<file path="src/sv/dsr_pkg.sv">
// Shared types for the descending record sorter: record layout, FSM states, control structs.
package dsr_pkg;

  // Field widths of one record
  localparam int unsigned TagW   = 6;
  localparam int unsigned CountW = 32;
  localparam int unsigned TimeW  = 48;

  // One stored record
  typedef struct packed {
    logic [TagW-1:0]   tag;
    logic [CountW-1:0] count;
    logic [TimeW-1:0]  average;
    logic [TimeW-1:0]  maximum;
  } record_t;

  // Controller states
  typedef enum logic [2:0] {
    ST_IDLE,
    ST_READ,
    ST_COMPARE,
    ST_PLACE,
    ST_EMIT
  } state_e;

  // Commands from controller to datapath
  typedef struct packed {
    logic load;      // capture the incoming record
    logic rd_shift;  // read the entry just above the insertion point
    logic shift;     // move the read entry one place down
    logic place;     // write the new record at the insertion point
    logic emit_rd;   // read the next entry for output
    logic clear;     // empty the store after emission
  } dp_cmd_t;

  // Status from datapath to controller
  typedef struct packed {
    logic full;       // store holds the maximum number of records
    logic empty;      // store holds no record
    logic key_less;   // read entry has a smaller key than the new record
    logic at_one;     // insertion point is entry one
    logic final_rec;  // captured record closes the set
    logic emit_last;  // entry being read for output is the last one
  } dp_sts_t;

endpackage

</file>
<file path="src/sv/dsr_ctrl.sv">
// Controller: sequences insertion of each record and the drain of a sorted set.
module dsr_ctrl import dsr_pkg::*; (
  input  logic    clk_i,
  input  logic    rst_ni,
  input  logic    start_i,
  input  logic    final_flag_i,
  output logic    busy_o,
  output dp_cmd_t cmd_o,
  input  dp_sts_t sts_i,
  output logic    result_valid_o,
  output logic    out_last_o
);

  state_e state_q, state_d;
  logic   strobe_q, strobe_d;
  logic   last_q, last_d;

  // State and result strobe registers
  always_ff @(posedge clk_i or negedge rst_ni) begin
    if (!rst_ni) begin
      state_q  <= ST_IDLE;
      strobe_q <= 1'b0;
      last_q   <= 1'b0;
    end else begin
      state_q  <= state_d;
      strobe_q <= strobe_d;
      last_q   <= last_d;
    end
  end

  // Next state and datapath commands
  always_comb begin
    state_d  = state_q;
    cmd_o    = '0;
    strobe_d = 1'b0;
    last_d   = 1'b0;
    busy_o   = 1'b1;
    case (state_q)
      ST_IDLE: begin
        busy_o = 1'b0;
        if (start_i) begin
          cmd_o.load = 1'b1;
          if (sts_i.full) begin
            // record dropped; a final one still drains the set
            state_d = ST_IDLE;
            if (final_flag_i) state_d = ST_EMIT;
          end else if (sts_i.empty) begin
            state_d = ST_PLACE;
          end else begin
            state_d = ST_READ;
          end
        end
      end
      ST_READ: begin
        cmd_o.rd_shift = 1'b1;
        state_d        = ST_COMPARE;
      end
      ST_COMPARE: begin
        if (sts_i.key_less) begin
          cmd_o.shift = 1'b1;
          state_d     = sts_i.at_one ? ST_PLACE : ST_READ;
        end else begin
          state_d = ST_PLACE;
        end
      end
      ST_PLACE: begin
        cmd_o.place = 1'b1;
        state_d     = sts_i.final_rec ? ST_EMIT : ST_IDLE;
      end
      ST_EMIT: begin
        cmd_o.emit_rd = 1'b1;
        strobe_d      = 1'b1;
        last_d        = sts_i.emit_last;
        if (sts_i.emit_last) begin
          cmd_o.clear = 1'b1;
          state_d     = ST_IDLE;
        end
      end
      default: begin
        state_d = ST_IDLE;
      end
    endcase
  end

  assign result_valid_o = strobe_q;
  assign out_last_o     = last_q;

endmodule

</file>
<file path="config.mk">
export PLATFORM = sky130hd
export DESIGN_NAME = dsr_ctrl
export DESIGN_NICKNAME = d
export VERILOG_FILES = /design/src/sv/dsr_pkg.sv /design/src/sv/dsr_ctrl.sv
export SDC_FILE = /design/constraint.sdc
export NUM_CORES = 1
export LEC_CHECK = 0
export BUFFER_PORTS_ARGS = -buffer_cell sky130_fd_sc_hd__clkbuf_2
export CORE_AREA = 2 2 39 41
export CTS_BUF_LIST = sky130_fd_sc_hd__clkbuf_8
export CTS_CLUSTER_DIAMETER = 50
export DETAILED_ROUTE_END_ITERATION = 12
export DIE_AREA = 0 0 41 43
export GPL_TIMING_DRIVEN = 0
export SLEW_MARGIN = 20
export SYNTH_ARGS = -nofsm -noshare
export SYNTH_HDL_FRONTEND = slang
export SYNTH_SLANG_ARGS = --single-unit
</file>
<file path="constraint.sdc">
create_clock -name clk_i -period 1.3 [get_ports clk_i]
set_input_delay 0.26 -clock clk_i [delete_from_list [all_inputs] [get_ports clk_i]]
set_output_delay 0.26 -clock clk_i [all_outputs]
set_load 0.1 [all_outputs]
</file>
==> parameters.txt, run 1 <==
Parameter                              Value

Yosys
  Register bit count reported by yosys    5
  EDFF count, synth    0
  Post-synthesis share of cell area spent on full adders, half adders and majority gates    0
  Largest cells by area after synthesis    sky130_fd_sc_hd__dfrtp_1 46%, sky130_fd_sc_hd__buf_4 5.5%, sky130_fd_sc_hd__nand3b_1 5.5%, sky130_fd_sc_hd__nand2b_1 4.6%, sky130_fd_sc_hd__nand2_1 4.1%
  Predominant post-synthesis flop cell    sky130_fd_sc_hd__dfrtp_1
  Dominant combinational cell family by area after synthesis    simple AND/OR/NAND/NOR gates
  Fraction of the mapped netlist area in compound gates    0.05023
  Multiplexer share of the synthesized area    0
  Per-instance average area after synthesis    9.134 um^2
  Most frequent cells after synthesis    5 x sky130_fd_sc_hd__dfrtp_1, 3 x sky130_fd_sc_hd__nand2_1
  FFs w/ async S/R, synth    1.000
  Portion of the post-synthesis area used by sequential elements    0.4566
  Portion of synthesized cell area occupied by the leading cell type    0.4566
  Basic-gate share of the synthesized area counting and, or, nand and nor cells    0.3927
  Cell count after synthesis    30
  Number of synthesis warnings    0
  Most frequent cell after synthesis    sky130_fd_sc_hd__dfrtp_1
  Fraction of synthesized cell area in xor and xnor cells    0
  Post-synthesis cell area    274.0 um^2
  Number of library cell types mapped by synthesis    18
  Cell accounting for the most synthesized area    sky130_fd_sc_hd__dfrtp_1
  Post-synthesis net count    40

Final layout
  Layout cells sized above 1    0.7333
  Diode insertion count for antenna repair    0
  P&R area growth vs syn    158.0%
  NumNets Final    71

Route
  Initial detailed-routing violation count    0
  Count of antenna-violating nets left after detailed routing    0
  Overall via count from detail_route    334
  Number of design rule violations left after detail routing    0
  Routed wirelength normalized by instance count    11.50 um
  Initial DRT Pass Iterations    1
  Overall routed net length    874 um
  Via density    4.395

Placement
  Routability-driven placement congestion ratio    0.6896
  Detailed placement HPWL    479.3 um
  Port Buf Inserts    18

Global route
  Initial antenna violation count    0
  Total GRT Usage    0.1307
  Number of global-route vias before repair    340
  Global-route wire length before repair    1.462 mm
  Remaining global-route overflow    0
  Largest net degree at the start of global routing    8

Critical path
  Critical Path Source Type    flop
  Setup crit end kind    output port
  Biggest fanout along the worst timing path    4
  Critical path start-end classification    reg -> out
  Worst path arrival time    1.26 ns
  Worst Path Required    1.04 ns

Floorplanning
  Initial standard-cell utilization of the core    0.1980
  Die width    41 um
  Number of I/O pins    19
  Vertical die dimension    43 um
  # rows    14
  CORE AREA    0.001384 mm^2
  Die Footprint    0.001763 mm^2

STA
  Setup TNS Final    -1.216 ns
  Final worst setup slack    -0.2158 ns
  # setup viols final    7
  RSZ-0062 raised after global routing    true
  Worst slew margin relative to its limit    0.6407
  Period utilization    1.166
  Transition time at the pin with the least slew margin    0.5413 ns
  Final hold vios    0
  Final-report max-slew violation count    0
  Maximum achievable frequency    659.7 MHz
  Setup Skew    0.0002824 ns
  Post-layout minimum cycle time    1.516 ns

Clocking
  Clk buf depth    2
  Register clock-pin slew on the reported worst setup and hold paths    0.03 ns
  Clock tree from TritonCTS    built
  Total clock buffers created by CTS    3
  Maximum level of the CTS H-tree    1
  Later-pin clock latency in the skew report    0.22 ns
  Clock Root Buffer    sky130_fd_sc_hd__clkbuf_8
  Clock net sink count    5

Outcome
  Result of the run    finished, violations left
  Violations in the final reports    negative setup slack

Job
  MaxCap Viol Count    0

Hold path
  Worst hold-check path type    in -> reg
==> cells by family (layout without fill, tap and decap cells) <==
logic type / count (synthesis) / after routing
AO/OA/AOI/OAI: 2 / 2
AND/OR/NAND/NOR: 18 / 18
flip-flops: 5 / 5
buffers and inverters: 5 / 35
==> registers in the layout, summed over array words and instances, names as in the netlist <==
signal,count
state_q,3
result_valid_o,1
out_last_o,1
==> timing repair <==
item / in CTS / in global routing
pin swaps: 3 / 3
setup endpoints to repair: 7 / 8
resized for setup: 28 / 2
hold endpoints to repair: 5 / 0
hold buffers: 1 / 0
buffers inserted: 6 / 3
==> per-layer routing <==
| layer | vias to the layer above | track usage | wire length, um |
|---|---|---|---|
| met5 | - | 0 | 0 |
| met4 | 0 | 0.08000 | 16 |
| met3 | 3 | 0.05236 | 45 |
| met2 | 12 | 0.2000 | 518 |
| met1 | 157 | 0.1424 | 293 |
| li1 | 162 | - | - |
==> path summary, 6_finish.rpt <==
| check | slack, ns | cells after the start | endpoint | startpoint |
|---|---|---|---|---|
| max | -0.22 | 3 | cmd_o[5] | state_q[2]$_DFFE_PN0P_ |
| min | 0.27 | 2 | state_q[2]$_DFFE_PN0P_ | sts_i[0] |
| max reg2reg | 0.14 | 5 | state_q[2]$_DFFE_PN0P_ | state_q[2]$_DFFE_PN0P_ |
| min reg2reg | 0.66 | 4 | result_valid_o$_DFF_PN0_ | state_q[1]$_DFFE_PN0P_ |
| max in group asynchronous | 0.77 | 2 | state_q[0]$_DFFE_PN0P_ | rst_ni |
| min in group asynchronous | 0.39 | 2 | out_last_o$_DFF_PN0_ | rst_ni |
==> cells in the final DEF, fill, tap and decap left out <==
cell,count
sky130_fd_sc_hd__and3b_2,1
sky130_fd_sc_hd__a31oi_1,1
sky130_fd_sc_hd__and3_4,1
sky130_fd_sc_hd__dlygate4sd3_1,1
sky130_fd_sc_hd__buf_6,2
sky130_fd_sc_hd__dfrtp_2,2
sky130_fd_sc_hd__nand2_1,1
sky130_fd_sc_hd__inv_2,2
sky130_fd_sc_hd__nand2b_1,2
sky130_fd_sc_hd__nor3b_4,1
sky130_fd_sc_hd__nor2_4,1
sky130_fd_sc_hd__buf_12,1
sky130_fd_sc_hd__nor3_4,2
sky130_fd_sc_hd__o211ai_1,1
sky130_fd_sc_hd__nand4_1,1
sky130_fd_sc_hd__clkbuf_8,3
sky130_fd_sc_hd__buf_4,7
sky130_fd_sc_hd__nand2_2,2
sky130_fd_sc_hd__nor2_1,1
sky130_fd_sc_hd__clkbuf_16,7
sky130_fd_sc_hd__nand3b_1,2
sky130_fd_sc_hd__clkbuf_2,11
sky130_fd_sc_hd__nor3_1,1
sky130_fd_sc_hd__and2_4,1
sky130_fd_sc_hd__inv_1,1
sky130_fd_sc_hd__dfrtp_1,3
sky130_fd_sc_hd__nor2b_1,1
==> through the flow <==
step / hold slack, ns / setup WS [ns] / instance area [um^2] / utilization / instances
floorplan: -0.03559 / -0.2809 / 312.8 / - / 30
global placement: 0.07508 / -0.3093 / 422.9 / 0.3056 / 64
CTS: 0.2699 / -0.2292 / 665.6 / 0.4810 / 73
finish: 0.2727 / -0.2158 / 706.9 / 0.5109 / 76
detailed placement: 0.07648 / -0.3201 / 422.9 / 0.3056 / 64
global route: 0.2864 / -0.2730 / 706.9 / 0.5109 / 76
==> worst max-delay path, stage by stage (launching register included) <==
cell and delay [ns]:
sky130_fd_sc_hd__dfrtp_2 0.45, sky130_fd_sc_hd__nor3_4 0.22, sky130_fd_sc_hd__and2_4 0.18, sky130_fd_sc_hd__clkbuf_16 0.19
==> layout make-up <==
cell class / count / area [um^2]
flip-flops and latches: 5 / 127.6
plain buffers: 1 / 11.26
well taps: 16 / 20.02
fillers: 126 / 676.9
repair buffers: 28 / 324.1
multi-input cells: 20 / 171.4
inverters: 2 / 7.507
clock inverters: 1 / 3.754
clock buffers: 3 / 41.29
Power of run 1 is left out: the tool's default activity adds up to more than one toggle a clock period on the data nets, which glitch-free logic cannot reach.
==> run 2: changes to the inputs <==
--- a/config.mk
+++ b/config.mk
@@ -12,6 +12,7 @@
 export DETAILED_ROUTE_END_ITERATION = 12
 export DIE_AREA = 0 0 41 43
 export GPL_TIMING_DRIVEN = 0
+export REMOVE_ABC_BUFFERS = 1
 export SLEW_MARGIN = 20
 export SYNTH_ARGS = -nofsm -noshare
 export SYNTH_HDL_FRONTEND = slang
==> run 2 against run 1 <==
The flow still finishes with violations (negative setup slack); sequential share of layout area up 3.0 points; flip-flop and latch count unchanged; global-route usage down 2.3 points; via count down 9.0%; fmax up 1.6%; design area down 13%; utilization down 6.8 points; critical path depth unchanged; worst hold slack better by 0.0011 ns; setup slack better by 0.024 ns; critical path type unchanged.
==> parameters.txt, run 2 (synthesized netlist as in run 1, its figures left out) <==
Parameter                              Value

Critical path
  Setup crit end kind    output port
  Critical path start-end classification    reg -> out
  Worst Path Required    1.04 ns
  Biggest fanout along the worst timing path    6
  Critical Path Source Type    flop
  Worst path arrival time    1.23 ns

Job
  MaxCap Viol Count    0

STA
  Setup Skew    0.002442 ns
  Final hold vios    0
  # setup viols final    7
  Setup TNS Final    -1.038 ns
  WHS    0.2738 ns
  Maximum achievable frequency    670.3 MHz
  RSZ-0062 raised after global routing    true
  Post-layout minimum cycle time    1.492 ns
  Final-report max-slew violation count    0
  Period utilization    1.148
  Final worst setup slack    -0.1918 ns
  Transition time at the pin with the least slew margin    0.5377 ns
  Worst slew margin relative to its limit    0.6430

Global route
  Total GRT Usage    0.1074
  Remaining global-route overflow    0
  Largest net degree at the start of global routing    8
  Initial antenna violation count    0
  Number of global-route vias before repair    342
  Global-route wire length before repair    1.276 mm

Clocking
  Clock net sink count    5
  Clock tree from TritonCTS    built
  Register clock-pin slew on the reported worst setup and hold paths    0.03 ns
  Clock Root Buffer    sky130_fd_sc_hd__clkbuf_8
  Maximum level of the CTS H-tree    1
  Later-pin clock latency in the skew report    0.21 ns
  Total clock buffers created by CTS    3
  Clk buf depth    2

Final layout
  Area of the multi-input gates    148.9 um^2
  Area taken by flip-flops and latches    128.9 um^2
  P&R area growth vs syn    123.7%
  Top register by number of flip-flops    state_q
  Commonest cells after routing, fill and taps aside    11 x sky130_fd_sc_hd__clkbuf_2, 6 x sky130_fd_sc_hd__buf_4, 5 x sky130_fd_sc_hd__clkbuf_8, 5 x sky130_fd_sc_hd__clkbuf_16
  Layout cells sized above 1    0.6964
  Flip-flop count of the largest register after layout    3
  Most common cell after layout, fill and taps aside    sky130_fd_sc_hd__clkbuf_2
  NumNets Final    67
  Diode insertion count for antenna repair    0
  Number of fill cells in the layout    124

Floorplanning
  Number of I/O pins    19
  Die width    41 um
  # rows    14
  CORE AREA    0.001384 mm^2
  Initial standard-cell utilization of the core    0.1980
  Vertical die dimension    43 um
  Die Footprint    0.001763 mm^2

Route
  Via density    4.222
  Overall routed net length    753 um
  Initial detailed-routing violation count    4
  Routed wirelength normalized by instance count    10.46 um
  Overall via count from detail_route    304
  Count of antenna-violating nets left after detailed routing    0
  Number of design rule violations left after detail routing    0
  Initial DRT Pass Iterations    4

Outcome
  Result of the run    finished, violations left
  Violations in the final reports    negative setup slack

Hold path
  Worst hold-check path type    in -> reg

Placement
  Detailed placement HPWL    454.6 um
  Port Buf Inserts    18
  Routability-driven placement congestion ratio    0.6898
-- run 2: cell count changes in the layout (fill, tap and decap cells not counted), moves of 2 or more --
cell / previous run / this run
sky130_fd_sc_hd__clkbuf_16: 7 / 5
sky130_fd_sc_hd__nand2_1: 1 / 3
sky130_fd_sc_hd__buf_6: 2 / 0
sky130_fd_sc_hd__clkbuf_8: 3 / 5
sky130_fd_sc_hd__nand2_2: 2 / 0
-- run 2: layer usage --
layer / GRT usage / wire, um / vias up
li1: - / - / 153
met1: 0.1258 / 293 / 142
met2: 0.1531 / 424 / 7
met3: 0.03141 / 19 / 2
met4: 0.08667 / 15 / 0
met5: 0 / 0 / -
-- run 2: timing repair --
item                                    in CTS  in global routing
cloned                                       0                  0
gates resized for setup                     30                  1
buffers inserted                             5                  1
pin swaps                                    2                  1
hold buffers                                 1                  0
endpoints found under the hold margin        5                  0
endpoints found under the setup margin       7                  7
-- run 2: final cells by class --
class,instances,share of cell area
repair buffers,25,0.4286
multi-input cells,20,0.2429
flip-flops and latches,5,0.2102
clock buffers,3,0.06735
well taps,16,0.03265
inverters,2,0.01224
clock inverters,1,0.006122
-- run 2: worst paths after layout --
path,cells past startpoint,to,slack [ns],start
worst max-delay path,3,cmd_o[5],-0.19,state_q[0]$_DFFE_PN0P_
worst min-delay path,2,state_q[2]$_DFFE_PN0P_,0.27,sts_i[0]
worst max register to register,5,state_q[2]$_DFFE_PN0P_,0.15,state_q[0]$_DFFE_PN0P_
worst min register to register,2,state_q[1]$_DFFE_PN0P_,0.67,state_q[2]$_DFFE_PN0P_
max in group asynchronous,2,state_q[1]$_DFFE_PN0P_,0.76,rst_ni
min in group asynchronous,2,out_last_o$_DFF_PN0_,0.39,rst_ni
-- run 2: worst max-delay path, stage by stage (launching register included) --
cell and delay [ns]:
sky130_fd_sc_hd__dfrtp_2 0.45, sky130_fd_sc_hd__nor3_4 0.20, sky130_fd_sc_hd__and2_4 0.17, sky130_fd_sc_hd__clkbuf_16 0.19
-- run 2: through the flow --
step | setup WS (ns) | cells | instance area (um^2) | utilization
finish | -0.1918 | 72 | 613.1 | 0.4430
global route | -0.2447 | 72 | 613.1 | 0.4430
CTS | -0.1809 | 71 | 600.6 | 0.4340
detailed placement | -0.2533 | 61 | 364.1 | 0.2631
global placement | -0.2488 | 61 | 364.1 | 0.2631
floorplan | -1.640 | 27 | 254.0 | -
Power of run 2 is left out for the same reason.
==> run 3: changes to the inputs <==
--- a/config.mk
+++ b/config.mk
@@ -17,3 +17,4 @@
 export SYNTH_ARGS = -nofsm -noshare
 export SYNTH_HDL_FRONTEND = slang
 export SYNTH_SLANG_ARGS = --single-unit
+export TNS_END_PERCENT = 20
==> run 3 against run 2 <==
The run still ends with negative setup slack left; die area did not move; largest cell class unchanged; flip-flop and latch count did not move; critical endpoint unchanged; critical path type unchanged; clock skew barely moved; worst hold slack improved by 0.0023 ns.
==> parameters.txt, run 3 (synthesized netlist as in run 1, its figures left out) <==
Parameter                              Value

Global route
  Largest net degree at the start of global routing    9
  Initial antenna violation count    0
  Remaining global-route overflow    0
  Number of global-route vias before repair    315
  Total GRT Usage    0.1044
  Global-route wire length before repair    1.235 mm

STA
  Final-report max-slew violation count    0
  Final worst setup slack    -0.2053 ns
  Transition time at the pin with the least slew margin    0.5388 ns
  Period utilization    1.158
  Worst slew margin relative to its limit    0.6423
  RSZ-0062 raised after global routing    true
  Final hold vios    0
  Setup Skew    0.002260 ns
  Maximum achievable frequency    664.3 MHz
  Post-layout minimum cycle time    1.505 ns
  # setup viols final    7

Final layout
  Diode insertion count for antenna repair    0
  Commonest cells after routing, fill and taps aside    11 x sky130_fd_sc_hd__clkbuf_2, 6 x sky130_fd_sc_hd__buf_4, 5 x sky130_fd_sc_hd__clkbuf_8
  NumNets Final    67
  P&R area growth vs syn    118.3%
  Number of fill cells in the layout    128
  Most common cell after layout, fill and taps aside    sky130_fd_sc_hd__clkbuf_2
  Layout cells sized above 1    0.6607
  Flip-flop count of the largest register after layout    3
  Top register by number of flip-flops    state_q

Critical path
  Logic depth of the worst setup path including buffers    3
  Biggest fanout along the worst timing path    6
  Worst path buffer plus inverter count    1
  Number of cells traversed by the worst register-to-register path    5
  Capture point of the critical path    cmd_o[5]
  Slowest-stage cell, CP    sky130_fd_sc_hd__dfrtp_2
  Critical path start-end classification    reg -> out
  Launch instance of the worst register-to-register path    state_q[2]$_DFFE_PN0P_
  Register-to-register path setup slack    0.15 ns
  Worst Path Required    1.04 ns
  Cell breakdown of the critical path    nor3_4 -> and2_4 -> clkbuf_16
  CP max stage delay    0.45 ns
  Critical Path Source Type    flop
  Setup crit end kind    output port
  Worst path arrival time    1.25 ns
  CP startpoint    state_q[2]$_DFFE_PN0P_
  Worst reg2reg endpoint    state_q[2]$_DFFE_PN0P_
  Worst path top cell family by delay    flip-flops

Clocking
  Clock net sink count    5
  Maximum level of the CTS H-tree    1
  Register clock-pin slew on the reported worst setup and hold paths    0.03 ns
  Clock Root Buffer    sky130_fd_sc_hd__clkbuf_8
  Total clock buffers created by CTS    3
  Clock tree from TritonCTS    built
  Later-pin clock latency in the skew report    0.21 ns
  Clk buf depth    2

Route
  Overall via count from detail_route    312
  Via density    4.333
  Initial detailed-routing violation count    5
  Count of antenna-violating nets left after detailed routing    0
  Number of design rule violations left after detail routing    0
  Initial DRT Pass Iterations    4
  Overall routed net length    772 um
  Routed wirelength normalized by instance count    10.72 um

Floorplanning
  Number of I/O pins    19
  Die width    41 um
  Vertical die dimension    43 um
  Die Footprint    0.001763 mm^2
  Initial standard-cell utilization of the core    0.1980
  CORE AREA    0.001384 mm^2
  # rows    14

Job
  MaxCap Viol Count    0

Outcome
  Violations in the final reports    negative setup slack
  Result of the run    finished, violations left

Hold path
  Worst hold-check path type    in -> reg

Placement
  Place WS    -0.2533 ns
  Detailed placement HPWL    454.6 um
  Routability-driven placement congestion ratio    0.6898
  Port Buf Inserts    18
-- run 3: cell types whose count changed in the layout (fill, tap and decap cells not counted), sizes merged --
cell    before  now
buf          6    7
clkbuf      21   20
-- run 3: metrics by stage --
stage | std cells | utilization | hold slack [ns] | area, um^2 | setup TNS, ns
2_1_floorplan | 27 | - | -0.03559 | 254.0 | -5.093
3_3_place_gp | 61 | 0.2631 | 0.07685 | 364.1 | -1.118
3_5_place_dp | 61 | 0.2631 | 0.08077 | 364.1 | -1.115
4_1_cts | 69 | 0.4132 | 0.2723 | 571.8 | -1.087
5_1_grt | 72 | 0.4322 | 0.2795 | 598.1 | -1.357
6_report | 72 | 0.4322 | 0.2761 | 598.1 | -0.9778
-- run 3: timing repair --
item	4_1_cts	5_1_grt
endpoints found under the hold margin	5	0
cloned	0	0
endpoints found under the setup margin	7	7
hold buffers	1	0
pin swaps	1	2
buffers inserted	3	3
gates resized for setup	26	3
-- run 3: worst reg2reg max path, delay by kind of cell, from the launching register on --
kind | cells | cell delay [ns]
AND/OR/NAND/NOR | 2 | 0.31
flip-flops | 1 | 0.45
buffers and inverters | 2 | 0.22
AO/OA/AOI/OAI | 1 | 0.09
-- run 3: worst min-delay path by stage --
stage	from	to	slack [ns]	depth (start not counted)
after floorplan	rst_ni	out_last_o$_DFF_PN0_	-0.04	0
after global placement	rst_ni	state_q[1]$_DFFE_PN0P_	0.08	1
after detailed placement	rst_ni	state_q[0]$_DFFE_PN0P_	0.08	1
final	sts_i[0]	state_q[2]$_DFFE_PN0P_	0.28	2
after global routing	sts_i[0]	state_q[2]$_DFFE_PN0P_	0.28	2
after CTS	sts_i[0]	state_q[2]$_DFFE_PN0P_	0.27	2
-- run 3: final cells by class --
| type | count | area [um^2] | area share |
|---|---|---|---|
| clock buffers | 3 | 41.29 | 0.06904 |
| clock inverters | 1 | 3.754 | 0.006276 |
| inverters | 2 | 7.507 | 0.01255 |
| multi-input cells | 20 | 143.9 | 0.2406 |
| flip-flops and latches | 5 | 128.9 | 0.2155 |
| well taps | 16 | 20.02 | 0.03347 |
| repair buffers | 25 | 252.7 | 0.4226 |
-- run 3: layer usage --
metal  routed length, um  share of wire  track usage
met2                 418           0.54       0.1438
met4                  24          0.031      0.08000
met1                 304           0.39       0.1291
met5                   0              0            0
met3                  24          0.031      0.03141
Power of run 3 is left out for the same reason.
